**config.mk**
```make
export PLATFORM = sky130hd
export DESIGN_NAME = second_chance_victim_select_top
export DESIGN_NICKNAME = d
export VERILOG_FILES = /design/src/rtl/scvs_pkg.sv /design/src/rtl/scvs_engine.sv /design/src/rtl/second_chance_victim_select_top.sv
export SDC_FILE = /design/constraint.sdc
export NUM_CORES = 2
export LEC_CHECK = 0
export BUFFER_PORTS_ARGS = -buffer_cell sky130_fd_sc_hd__buf_2
export CELL_PAD_IN_SITES_DETAIL_PLACEMENT = 1
export CELL_PAD_IN_SITES_GLOBAL_PLACEMENT = 2
export CORE_UTILIZATION = 41
export DETAILED_ROUTE_END_ITERATION = 6
export PLACE_DENSITY = 0.85
export REMOVE_ABC_BUFFERS = 1
export SETUP_SLACK_MARGIN = 0.3
export SYNTH_ARGS = -nofsm -noshare
export SYNTH_HDL_FRONTEND = slang
export SYNTH_SLANG_ARGS = --single-unit
```
**constraint.sdc**
```tcl
create_clock -name clk -period 8.99 [get_ports clk]
set_clock_uncertainty 0.1 [all_clocks]
set_input_delay 0.4495 -clock clk [delete_from_list [all_inputs] [get_ports clk]]
set_output_delay 0.4495 -clock clk [all_outputs]
set_load 0.01 [all_outputs]
```
**src/rtl/scvs_pkg.sv**
```systemverilog
// Shared types, codes and defaults for the second-chance victim selector.
package scvs_pkg;

  localparam int NUM_BUFFERS_DEF = 64;
  localparam int NUM_POOLS_DEF   = 2;

  localparam int CMD_W      = 3;
  localparam int STATUS_W   = 2;
  localparam int CFG_IDX_W  = 2;
  localparam int CFG_DATA_W = 7;
  localparam int FIX_W      = 8;

  localparam logic [CFG_DATA_W-1:0] POOL_SIZE_RST = 7'd64;
  localparam logic [FIX_W-1:0]      FIX_MAX       = 8'd255;

  // commands
  localparam logic [CMD_W-1:0] CMD_ALLOC = 3'd0;
  localparam logic [CMD_W-1:0] CMD_REF   = 3'd1;
  localparam logic [CMD_W-1:0] CMD_DIRTY = 3'd2;
  localparam logic [CMD_W-1:0] CMD_FIX   = 3'd3;
  localparam logic [CMD_W-1:0] CMD_UNFIX = 3'd4;

  // result status
  localparam logic [STATUS_W-1:0] STATUS_OK      = 2'd0;
  localparam logic [STATUS_W-1:0] STATUS_NO_FREE = 2'd1;
  localparam logic [STATUS_W-1:0] STATUS_UNSUPP  = 2'd2;
  localparam logic [STATUS_W-1:0] STATUS_RANGE   = 2'd3;

  // configuration register indexes
  localparam logic [CFG_IDX_W-1:0] CFG_BULK_FLUSH = 2'd0;
  localparam logic [CFG_IDX_W-1:0] CFG_PAGE_SIZE  = 2'd1;
  localparam logic [CFG_IDX_W-1:0] CFG_TRAIN_SIZE = 2'd2;

  typedef enum logic [2:0] {
    ST_CLEAR,
    ST_IDLE,
    ST_UPDATE,
    ST_SWEEP,
    ST_DONE
  } state_t;

  typedef struct packed {
    logic             ref_bit;
    logic             dirty_bit;
    logic [FIX_W-1:0] fix_cnt;
  } entry_t;

  typedef struct packed {
    logic [CMD_W-1:0] command;
    logic             pool;
  } req_t;

  typedef struct packed {
    logic [STATUS_W-1:0] status;
    logic                flush;
  } res_t;

endpackage

```
**src/rtl/scvs_engine.sv**
```systemverilog
// Entry-state memory, per-pool victim pointers and the command/sweep sequencer.
module scvs_engine #(
  parameter int NUM_BUFFERS = scvs_pkg::NUM_BUFFERS_DEF,
  parameter int NUM_POOLS   = scvs_pkg::NUM_POOLS_DEF
) (
  input  logic                                clk,
  input  logic                                rst_n,
  input  logic                                start,
  input  scvs_pkg::req_t                      req,
  input  logic [$clog2(NUM_BUFFERS)-1:0]      entry_index,
  input  logic                                bulk_flush_enable,
  input  logic [scvs_pkg::CFG_DATA_W-1:0]     page_size,
  input  logic [scvs_pkg::CFG_DATA_W-1:0]     train_size,
  output logic                                idle,
  output logic                                res_valid,
  input  logic                                res_take,
  output scvs_pkg::res_t                      res,
  output logic [$clog2(NUM_BUFFERS)-1:0]      res_victim
);
  import scvs_pkg::*;

  localparam int IDX_W = $clog2(NUM_BUFFERS);
  localparam int SZ_W  = IDX_W + 1;
  localparam int CNT_W = IDX_W + 2;
  localparam int DEPTH = NUM_POOLS * NUM_BUFFERS;
  localparam int AW    = $clog2(DEPTH);

  state_t            state_r, state_nxt;
  req_t              req_r, req_nxt;
  logic [IDX_W-1:0]  vic_r, vic_nxt;
  logic [SZ_W-1:0]   size_r, size_nxt;
  logic [CNT_W-1:0]  cnt_r, cnt_nxt;
  logic [AW-1:0]     addr_r, addr_nxt;
  logic [AW-1:0]     clr_r, clr_nxt;
  res_t              res_r, res_nxt;
  logic [IDX_W-1:0]  resv_r, resv_nxt;
  logic [IDX_W-1:0]  ptr_r [NUM_POOLS];
  logic              ptr_we;
  logic [IDX_W-1:0]  ptr_wdata;

  entry_t            mem [DEPTH];
  entry_t            rdata_r;
  logic              mem_we;
  logic [AW-1:0]     waddr, raddr;
  entry_t            wdata;

  logic              fwd_valid_r;
  logic [AW-1:0]     fwd_addr_r;
  entry_t            fwd_data_r;

  entry_t                cur;
  logic [CFG_DATA_W-1:0] raw_size;
  logic [SZ_W-1:0]       eff_size;
  logic [IDX_W-1:0]      ptr_sel, start_idx;
  logic                  bad_cmd, bad_pool, entry_oob;
  logic                  found;
  logic [CNT_W-1:0]      cnt_inc, sweep_lim;
  logic [SZ_W-1:0]       vic_inc;
  logic [IDX_W-1:0]      vic_wrap;

  function automatic logic [AW-1:0] addr_of(input logic pool, input logic [IDX_W-1:0] idx);
    addr_of = AW'(pool) * AW'(NUM_BUFFERS) + AW'(idx);
  endfunction

  // effective pool size: zero acts as one, clamp at NUM_BUFFERS
  always_comb begin
    raw_size = req.pool ? train_size : page_size;
    if (raw_size == '0) begin
      eff_size = SZ_W'(1);
    end else if (32'(raw_size) > 32'(NUM_BUFFERS)) begin
      eff_size = SZ_W'(NUM_BUFFERS);
    end else begin
      eff_size = SZ_W'(raw_size);
    end
  end

  assign ptr_sel   = ptr_r[req.pool];
  assign start_idx = ({1'b0, ptr_sel} >= eff_size) ? '0 : ptr_sel;
  assign bad_cmd   = req.command > CMD_UNFIX;
  assign bad_pool  = 32'(req.pool) >= 32'(NUM_POOLS);
  assign entry_oob = {1'b0, entry_index} >= eff_size;

  // back-to-back sweep steps can hit the entry just written (pool of one)
  assign cur       = (fwd_valid_r && fwd_addr_r == addr_r) ? fwd_data_r : rdata_r;
  assign found     = (cur.fix_cnt == '0) && !cur.ref_bit;
  assign cnt_inc   = cnt_r + CNT_W'(1);
  assign sweep_lim = {size_r, 1'b0};
  assign vic_inc   = {1'b0, vic_r} + SZ_W'(1);
  assign vic_wrap  = (vic_inc == size_r) ? '0 : vic_inc[IDX_W-1:0];

  // next state
  always_comb begin
    state_nxt = state_r;
    case (state_r)
      ST_CLEAR: begin
        if (clr_r == AW'(DEPTH - 1)) state_nxt = ST_IDLE;
      end
      ST_IDLE: begin
        if (start) begin
          if (bad_cmd || bad_pool) begin
            state_nxt = ST_DONE;
          end else if (req.command == CMD_ALLOC) begin
            state_nxt = bulk_flush_enable ? ST_DONE : ST_SWEEP;
          end else begin
            state_nxt = entry_oob ? ST_DONE : ST_UPDATE;
          end
        end
      end
      ST_UPDATE: state_nxt = ST_DONE;
      ST_SWEEP: begin
        if (found || cnt_inc == sweep_lim) state_nxt = ST_DONE;
      end
      ST_DONE: begin
        if (res_take) state_nxt = ST_IDLE;
      end
      default: state_nxt = ST_CLEAR;
    endcase
  end

  // datapath and memory control
  always_comb begin
    req_nxt   = req_r;
    vic_nxt   = vic_r;
    size_nxt  = size_r;
    cnt_nxt   = cnt_r;
    addr_nxt  = addr_r;
    clr_nxt   = clr_r;
    res_nxt   = res_r;
    resv_nxt  = resv_r;
    ptr_we    = 1'b0;
    ptr_wdata = vic_wrap;
    mem_we    = 1'b0;
    waddr     = addr_r;
    wdata     = cur;
    case (state_r)
      ST_CLEAR: begin
        mem_we  = 1'b1;
        waddr   = clr_r;
        wdata   = '0;
        clr_nxt = clr_r + AW'(1);
      end
      ST_IDLE: begin
        if (start) begin
          req_nxt  = req;
          size_nxt = eff_size;
          cnt_nxt  = '0;
          vic_nxt  = start_idx;
          res_nxt  = '{status: STATUS_OK, flush: 1'b0};
          resv_nxt = '0;
          if (bad_cmd) begin
            res_nxt.status = STATUS_UNSUPP;
          end else if (bad_pool) begin
            res_nxt.status = STATUS_RANGE;
          end else if (req.command == CMD_ALLOC) begin
            if (bulk_flush_enable) begin
              res_nxt.status = STATUS_UNSUPP;
            end else begin
              addr_nxt = addr_of(req.pool, start_idx);
            end
          end else if (entry_oob) begin
            res_nxt.status = STATUS_RANGE;
          end else begin
            addr_nxt = addr_of(req.pool, entry_index);
          end
        end
      end
      ST_UPDATE: begin
        mem_we = 1'b1;
        case (req_r.command)
          CMD_REF:   wdata.ref_bit   = 1'b1;
          CMD_DIRTY: wdata.dirty_bit = 1'b1;
          CMD_FIX: begin
            if (cur.fix_cnt != FIX_MAX) wdata.fix_cnt = cur.fix_cnt + FIX_W'(1);
          end
          CMD_UNFIX: begin
            if (cur.fix_cnt != '0) wdata.fix_cnt = cur.fix_cnt - FIX_W'(1);
          end
          default: mem_we = 1'b0;
        endcase
      end
      ST_SWEEP: begin
        if (found) begin
          mem_we          = 1'b1;
          wdata.dirty_bit = 1'b0;
          res_nxt.flush   = cur.dirty_bit;
          resv_nxt        = vic_r;
          ptr_we          = 1'b1;
        end else begin
          // unfixed with reference set: second chance, clear it
          mem_we        = (cur.fix_cnt == '0);
          wdata.ref_bit = 1'b0;
          cnt_nxt       = cnt_inc;
          if (cnt_inc == sweep_lim) begin
            res_nxt.status = STATUS_NO_FREE;
          end else begin
            vic_nxt  = vic_wrap;
            addr_nxt = addr_of(req_r.pool, vic_wrap);
          end
        end
      end
      ST_DONE: ;
      default: ;
    endcase
  end

  assign raddr      = addr_nxt;
  assign idle       = (state_r == ST_IDLE);
  assign res_valid  = (state_r == ST_DONE);
  assign res        = res_r;
  assign res_victim = resv_r;

  always_ff @(posedge clk) begin
    if (!rst_n) begin
      state_r     <= ST_CLEAR;
      clr_r       <= '0;
      fwd_valid_r <= 1'b0;
      for (int p = 0; p < NUM_POOLS; p++) ptr_r[p] <= '0;
    end else begin
      state_r     <= state_nxt;
      clr_r       <= clr_nxt;
      fwd_valid_r <= mem_we;
      if (ptr_we) ptr_r[req_r.pool] <= ptr_wdata;
    end
  end

  always_ff @(posedge clk) begin
    req_r      <= req_nxt;
    vic_r      <= vic_nxt;
    size_r     <= size_nxt;
    cnt_r      <= cnt_nxt;
    addr_r     <= addr_nxt;
    res_r      <= res_nxt;
    resv_r     <= resv_nxt;
    fwd_addr_r <= waddr;
    fwd_data_r <= wdata;
  end

  always_ff @(posedge clk) begin
    if (mem_we) mem[waddr] <= wdata;
    rdata_r <= mem[raddr];
  end

  a_sweep_bound: assert property (@(posedge clk) disable iff (!rst_n)
    state_r == ST_SWEEP |-> cnt_r < sweep_lim)
    else $error("sweep ran past two rounds");

  a_victim_in_pool: assert property (@(posedge clk) disable iff (!rst_n)
    state_r == ST_SWEEP |-> {1'b0, vic_r} < size_r)
    else $error("sweep index outside pool");

  a_no_write_idle: assert property (@(posedge clk) disable iff (!rst_n)
    (state_r == ST_IDLE || state_r == ST_DONE) |-> !mem_we)
    else $error("state memory written outside a command");

  a_found_ok: assert property (@(posedge clk) disable iff (!rst_n)
    (state_r == ST_SWEEP && found) |=> (state_r == ST_DONE && res_r.status == STATUS_OK))
    else $error("found victim did not finish the sweep");

endmodule

```
**src/rtl/second_chance_victim_select_top.sv**
```systemverilog
// Top level of the second-chance (clock) victim selector for two buffer pools.
// Reference/dirty/fix/unfix pass through the update state, allocate through the sweep
// state (at most 2*pool_size entries examined), rejected commands (unsupported, out of
// range) go straight to done; each result then moves into the output register.
// A new command is taken only once the previous result has left the engine; a stalled
// out_ready holds the engine and in_ready stays low.
// Reset (rst_n low, synchronous): clears every entry, NUM_POOLS*NUM_BUFFERS of them
// (128 by default), with in_ready low; config writes are taken meanwhile.
module second_chance_victim_select_top #(
  parameter int NUM_BUFFERS = scvs_pkg::NUM_BUFFERS_DEF,
  parameter int NUM_POOLS   = scvs_pkg::NUM_POOLS_DEF
) (
  input  logic                                clk,
  input  logic                                rst_n,
  // configuration
  input  logic                                cfg_we,
  input  logic [scvs_pkg::CFG_IDX_W-1:0]      cfg_index,
  input  logic [scvs_pkg::CFG_DATA_W-1:0]     cfg_wdata,
  // command transaction
  input  logic                                in_valid,
  output logic                                in_ready,
  input  logic [scvs_pkg::CMD_W-1:0]          in_command,
  input  logic                                in_pool,
  input  logic [$clog2(NUM_BUFFERS)-1:0]      in_entry_index,
  // result transaction
  output logic                                out_valid,
  input  logic                                out_ready,
  output logic [scvs_pkg::STATUS_W-1:0]       out_status,
  output logic [$clog2(NUM_BUFFERS)-1:0]      out_victim_index,
  output logic                                out_flush_needed
);
  import scvs_pkg::*;

  localparam int IDX_W = $clog2(NUM_BUFFERS);

  // configuration registers
  logic                  bulk_r;
  logic [CFG_DATA_W-1:0] page_size_r;
  logic [CFG_DATA_W-1:0] train_size_r;

  // output register: keeps results apart from the engine
  logic                  out_valid_r;
  logic [STATUS_W-1:0]   out_status_r;
  logic [IDX_W-1:0]      out_victim_r;
  logic                  out_flush_r;

  logic                  eng_idle;
  logic                  eng_res_valid;
  logic                  eng_take;
  res_t                  eng_res;
  logic [IDX_W-1:0]      eng_victim;
  req_t                  req;
  logic                  start;

  always_ff @(posedge clk) begin
    if (!rst_n) begin
      bulk_r       <= 1'b0;
      page_size_r  <= POOL_SIZE_RST;
      train_size_r <= POOL_SIZE_RST;
    end else if (cfg_we) begin
      case (cfg_index)
        CFG_BULK_FLUSH: bulk_r       <= cfg_wdata[0];
        CFG_PAGE_SIZE:  page_size_r  <= cfg_wdata;
        CFG_TRAIN_SIZE: train_size_r <= cfg_wdata;
        default: ;
      endcase
    end
  end

  // a new command goes in only when the engine is idle; the output
  // register may still hold the previous result
  assign in_ready = eng_idle;
  assign start    = in_valid && in_ready;
  assign req      = '{command: in_command, pool: in_pool};

  // engine result moves out once the output register is free or draining
  assign eng_take = eng_res_valid && (!out_valid_r || out_ready);

  scvs_engine #(
    .NUM_BUFFERS (NUM_BUFFERS),
    .NUM_POOLS   (NUM_POOLS)
  ) u_engine (
    .clk               (clk),
    .rst_n             (rst_n),
    .start             (start),
    .req               (req),
    .entry_index       (in_entry_index),
    .bulk_flush_enable (bulk_r),
    .page_size         (page_size_r),
    .train_size        (train_size_r),
    .idle              (eng_idle),
    .res_valid         (eng_res_valid),
    .res_take          (eng_take),
    .res               (eng_res),
    .res_victim        (eng_victim)
  );

  always_ff @(posedge clk) begin
    if (!rst_n) begin
      out_valid_r <= 1'b0;
    end else if (eng_take) begin
      out_valid_r <= 1'b1;
    end else if (out_ready) begin
      out_valid_r <= 1'b0;
    end
  end

  always_ff @(posedge clk) begin
    if (eng_take) begin
      out_status_r <= eng_res.status;
      out_victim_r <= eng_victim;
      out_flush_r  <= eng_res.flush;
    end
  end

  assign out_valid        = out_valid_r;
  assign out_status       = out_status_r;
  assign out_victim_index = out_victim_r;
  assign out_flush_needed = out_flush_r;

endmodule

```
==> reports/metrics.csv <==
stage,metric,value,unit
cts,cts_buffer_depth,3,
routing,drt-initial-drc-count,3686,
setup_path,rr_endpoint,u_engine.rdata_r[2],
placement,io_buffers,34,
setup_path,cpMaxStageDelayCell,nor4_1,
yosys,yosysTopAreaCell,edfxtp_1,
setup_path,crit_cells,19,
final_layout,nets,4310,
flow_run,maxCapViolCount,0,
placement,gp_congestion,0.831,
yosys,synth_cell_types,81,
final_layout,drive_above_1_share,8.20,%
placement,dpl.hpwl,101000,µm
routing,dr_total_vias,36100,
cts,h-tree-depth,4,
grt,grt_max_degree,122,
setup_path,critPathCaptureType,flip-flop,
floorplan,fp.dieW,374,µm
setup_path,crit_start,u_engine.addr_r[4],
min_path,hold_class,primary input to flip-flop,
timing,hold_violations,0,
setup_path,r2r_start,u_engine.addr_r[4],
final_layout,fill_cells,13700,
setup_path,r2r_cells,19,
final_layout,fin_util,46.2,%
final_layout,n_antenna_cell,0,
routing,vias_per_cell,5.86,
yosys,synth_top_area_share,70.8,%
yosys,ys_seq_elements,1396,
timing,period_needed,7.27,ns
cts,worstSkewPairLatency,0.79,ns
yosys,yosysWarnings,0,
cts,cts_buffers,143,
yosys,synth.area.top_cells,"edfxtp_1, nand2_1, mux2i_1",
yosys,netlist_area,56600,µm²
setup_path,crit_chain,xnor2_1 > nand4_1 > nor2_1 > buf_4 > mux2i_1 > ha_1 > nand4_1 > o311ai_0 > buf_4 > a21o_1 > a211o_4 > clkinv_8 > buf_4 > nand2_1 > nand3_1 > nand3_1 > o21ai_0 > nor4_1 > nor3_1,
placement,dp.cells,5901,
final_layout,final_area,63500,µm²
timing,rsz0062_at_grt,false,
floorplan,core-area,137000,µm²
timing,max_slew.worst_pin.slew,1.30,ns
yosys,synth_edf_count,1335,
floorplan,rows,136,
yosys,ys.flop_type,edfxtp_1,
setup_path,r2r_slack,1.72,ns
cts,cts_tree,done,
final_layout,area_growth,12.1,%
yosys,syn_inst,4226,
floorplan,start_util,41.2,%
status,outcome,"complete, no violations",
yosys,synthArstFlopShare,0,%
grt,antenna_found_initial,0,
setup_path,cp_common_cell,buf_4,
grt,grt_overflow,0,
routing,drt_drc_violations_left,0,
placement,place_area,58800,µm²
timing,clock.fmax,0.138,GHz
grt,grt_pass1_wl,247000,µm
setup_path,critPathCapture,u_engine.rdata_r[2],
power,power,13.8,mW
timing,slew-limit-headroom,12.2,%
timing,fin_crit_sh,80.8,%
grt,grtUsageTotal,23.8,%
power,p_leak,20.7,nW
routing,postRouteAntennaNets,0,
floorplan,dieArea,140000,µm²
setup_path,critPathArrivalTime,7.79,ns
routing,wl_per_cell,27.2,µm
yosys,avgSynthCellArea,13.4,µm²
timing,setup_violations,0,
setup_path,critPathKind,flip-flop to flip-flop,
final_layout,fin_cells,6170,
power,peakVddDrop,0.000197,V
yosys,ys_seq_area_share,72.9,%
final_layout,seq_area,41300,µm²
setup_path,cp_max_fo,103,
setup_path,start_kind,flip-flop,
timing,slew_viol_final,0,
setup_path,cpLargestDelayFamily,simple AND/OR/NAND/NOR gates,
grt,grt_pass1_vias,37300,
cts,cts-root-buf,clkbuf_16,
final_layout,multi_input_area,14300,µm²
power,power_density,218,nW/µm²
routing,drt_pass1_iterations,5,
cts,clkTransAtPathRegs,0.06,ns
floorplan,io_pins,35,
routing,routed_wl,168000,µm
cts,postCtsSetupRepairBufs,0,
floorplan,die_y,374,µm
setup_path,required,9.51,ns
cts,cts_sinks,1396,
setup_path,cp_slowest_stage_delay,1.06,ns
setup_path,path_buf_inv,4,
==> layer usage <==
metal	vias to the layer above	wire length (µm)	global-route usage, %
li1	15800	-	-
met1	18700	70000	31.8
met2	1381	80700	39.0
met3	306	11200	3.94
met4	0	5830	8.77
met5	-	0	0
==> through the flow <==
step	worst slack, ns	TNS [ns]	hold WS, ns
after CTS	1.90	0	0.00952
after global routing	1.41	0	0.0485
final	1.72	0	0.0511
after global placement	2.01	0	0.301
after detailed placement	1.88	0	0.306
after floorplan	-18.48	-328.20	0.300
==> power by group <==
part           switching (mW)  internal (mW)  leakage, nW
Clock                    2.53           3.29         2.19
Combinational           0.646          0.280         6.53
Sequential             0.0260           7.05         12.0
Total                    3.20           10.6         20.7
==> placed cells by master, fill, tap and decap left out, drive strengths merged, types with 5 or more instances in the layout <==
master	count
o22a	22
clkinv	51
or2	6
o2111ai	11
a311oi	11
clkbuf	184
a211oi	9
a221oi	12
edfxtp	1335
and3	69
bufinv	9
xnor2	23
a31oi	54
dlygate4sd3	17
a32oi	22
dfxtp	61
o21a	5
nor4	12
nand4	34
o211ai	6
xor2	19
o22ai	39
ha	17
nand2b	7
nor2	248
o31ai	14
a32o	18
buf	109
mux2	11
a22oi	50
or3	8
nor3	36
a21oi	99
inv	40
mux2i	243
nand2	942
nand3	404
nor2b	8
o21ai	56
==> kinds of logic after synthesis <==
kind of cell	count (synthesis)	share of synthesized area [%]
and+or+nand+nor	1792	13.7
DFF	1396	72.9
AOI/OAI and AO/OA	459	5.57
buffers and inverters	263	2.09
muxes	256	4.59
xor gates and xnor gates	43	0.692
adders and majority gates	17	0.376
==> state kept, by name, indices dropped and copies added, names as in the netlist, 8 cells and up <==
register             count
u_engine.cnt_r           8
u_engine.fwd_data_r     10
u_engine.ptr_r          12
u_engine.mem          1280
u_engine.rdata_r        10
==> worst register-to-register path: cells and delay by family (launching register included) <==
kind | cells | cell delay, ns
AO/OA/AOI/OAI | 4 | 1.49
XOR/XNOR | 1 | 0.16
adder cells (fa/ha/maj) | 1 | 0.44
buffers and inverters | 4 | 1.62
flip-flops | 1 | 0.42
multiplexers | 1 | 0.64
AND/OR/NAND/NOR | 8 | 2.24
==> worst min path at each step <==
stage                            from  slack (ns)                   to  depth (start not counted)
2_1_floorplan         u_engine.res[0]        0.30     out_flush_needed                          0
3_3_place_gp   u_engine.res_victim[0]        0.30  out_victim_index[0]                          0
3_5_place_dp   u_engine.res_victim[2]        0.31  out_victim_index[2]                          0
4_1_cts                        cfg_we        0.01               bulk_r                          4
5_1_grt                        cfg_we        0.05               bulk_r                          4
6_report                       cfg_we        0.05               bulk_r                          4
==> Yosys cell counts (all sizes together) (54+ instances only) <==
library cell and number:
nand2 942, nor2 248, clkbuf 95, dfxtp 61
o21ai 56, and3 69, a31oi 54, edfxtp 1335
nand3 404, a21oi 99, buf 133, mux2i 243
==> cell type report <==
| type | instances | share of cell area (%) |
|---|---|---|
| clock buffers | 184 | 6.06 |
| clock inverters | 68 | 1.02 |
| inverters | 35 | 0.229 |
| multi-input cells | 2567 | 22.5 |
| flip-flops and latches | 1396 | 65.1 |
| well taps | 1794 | 3.54 |
| repair buffers | 126 | 1.54 |
==> what timing repair did <==
item	4_1_cts	5_1_grt
endpoints found under the hold margin	22	0
resized for setup	0	0
hold buffers	17	0
Power figures use the tool's default switching activity.
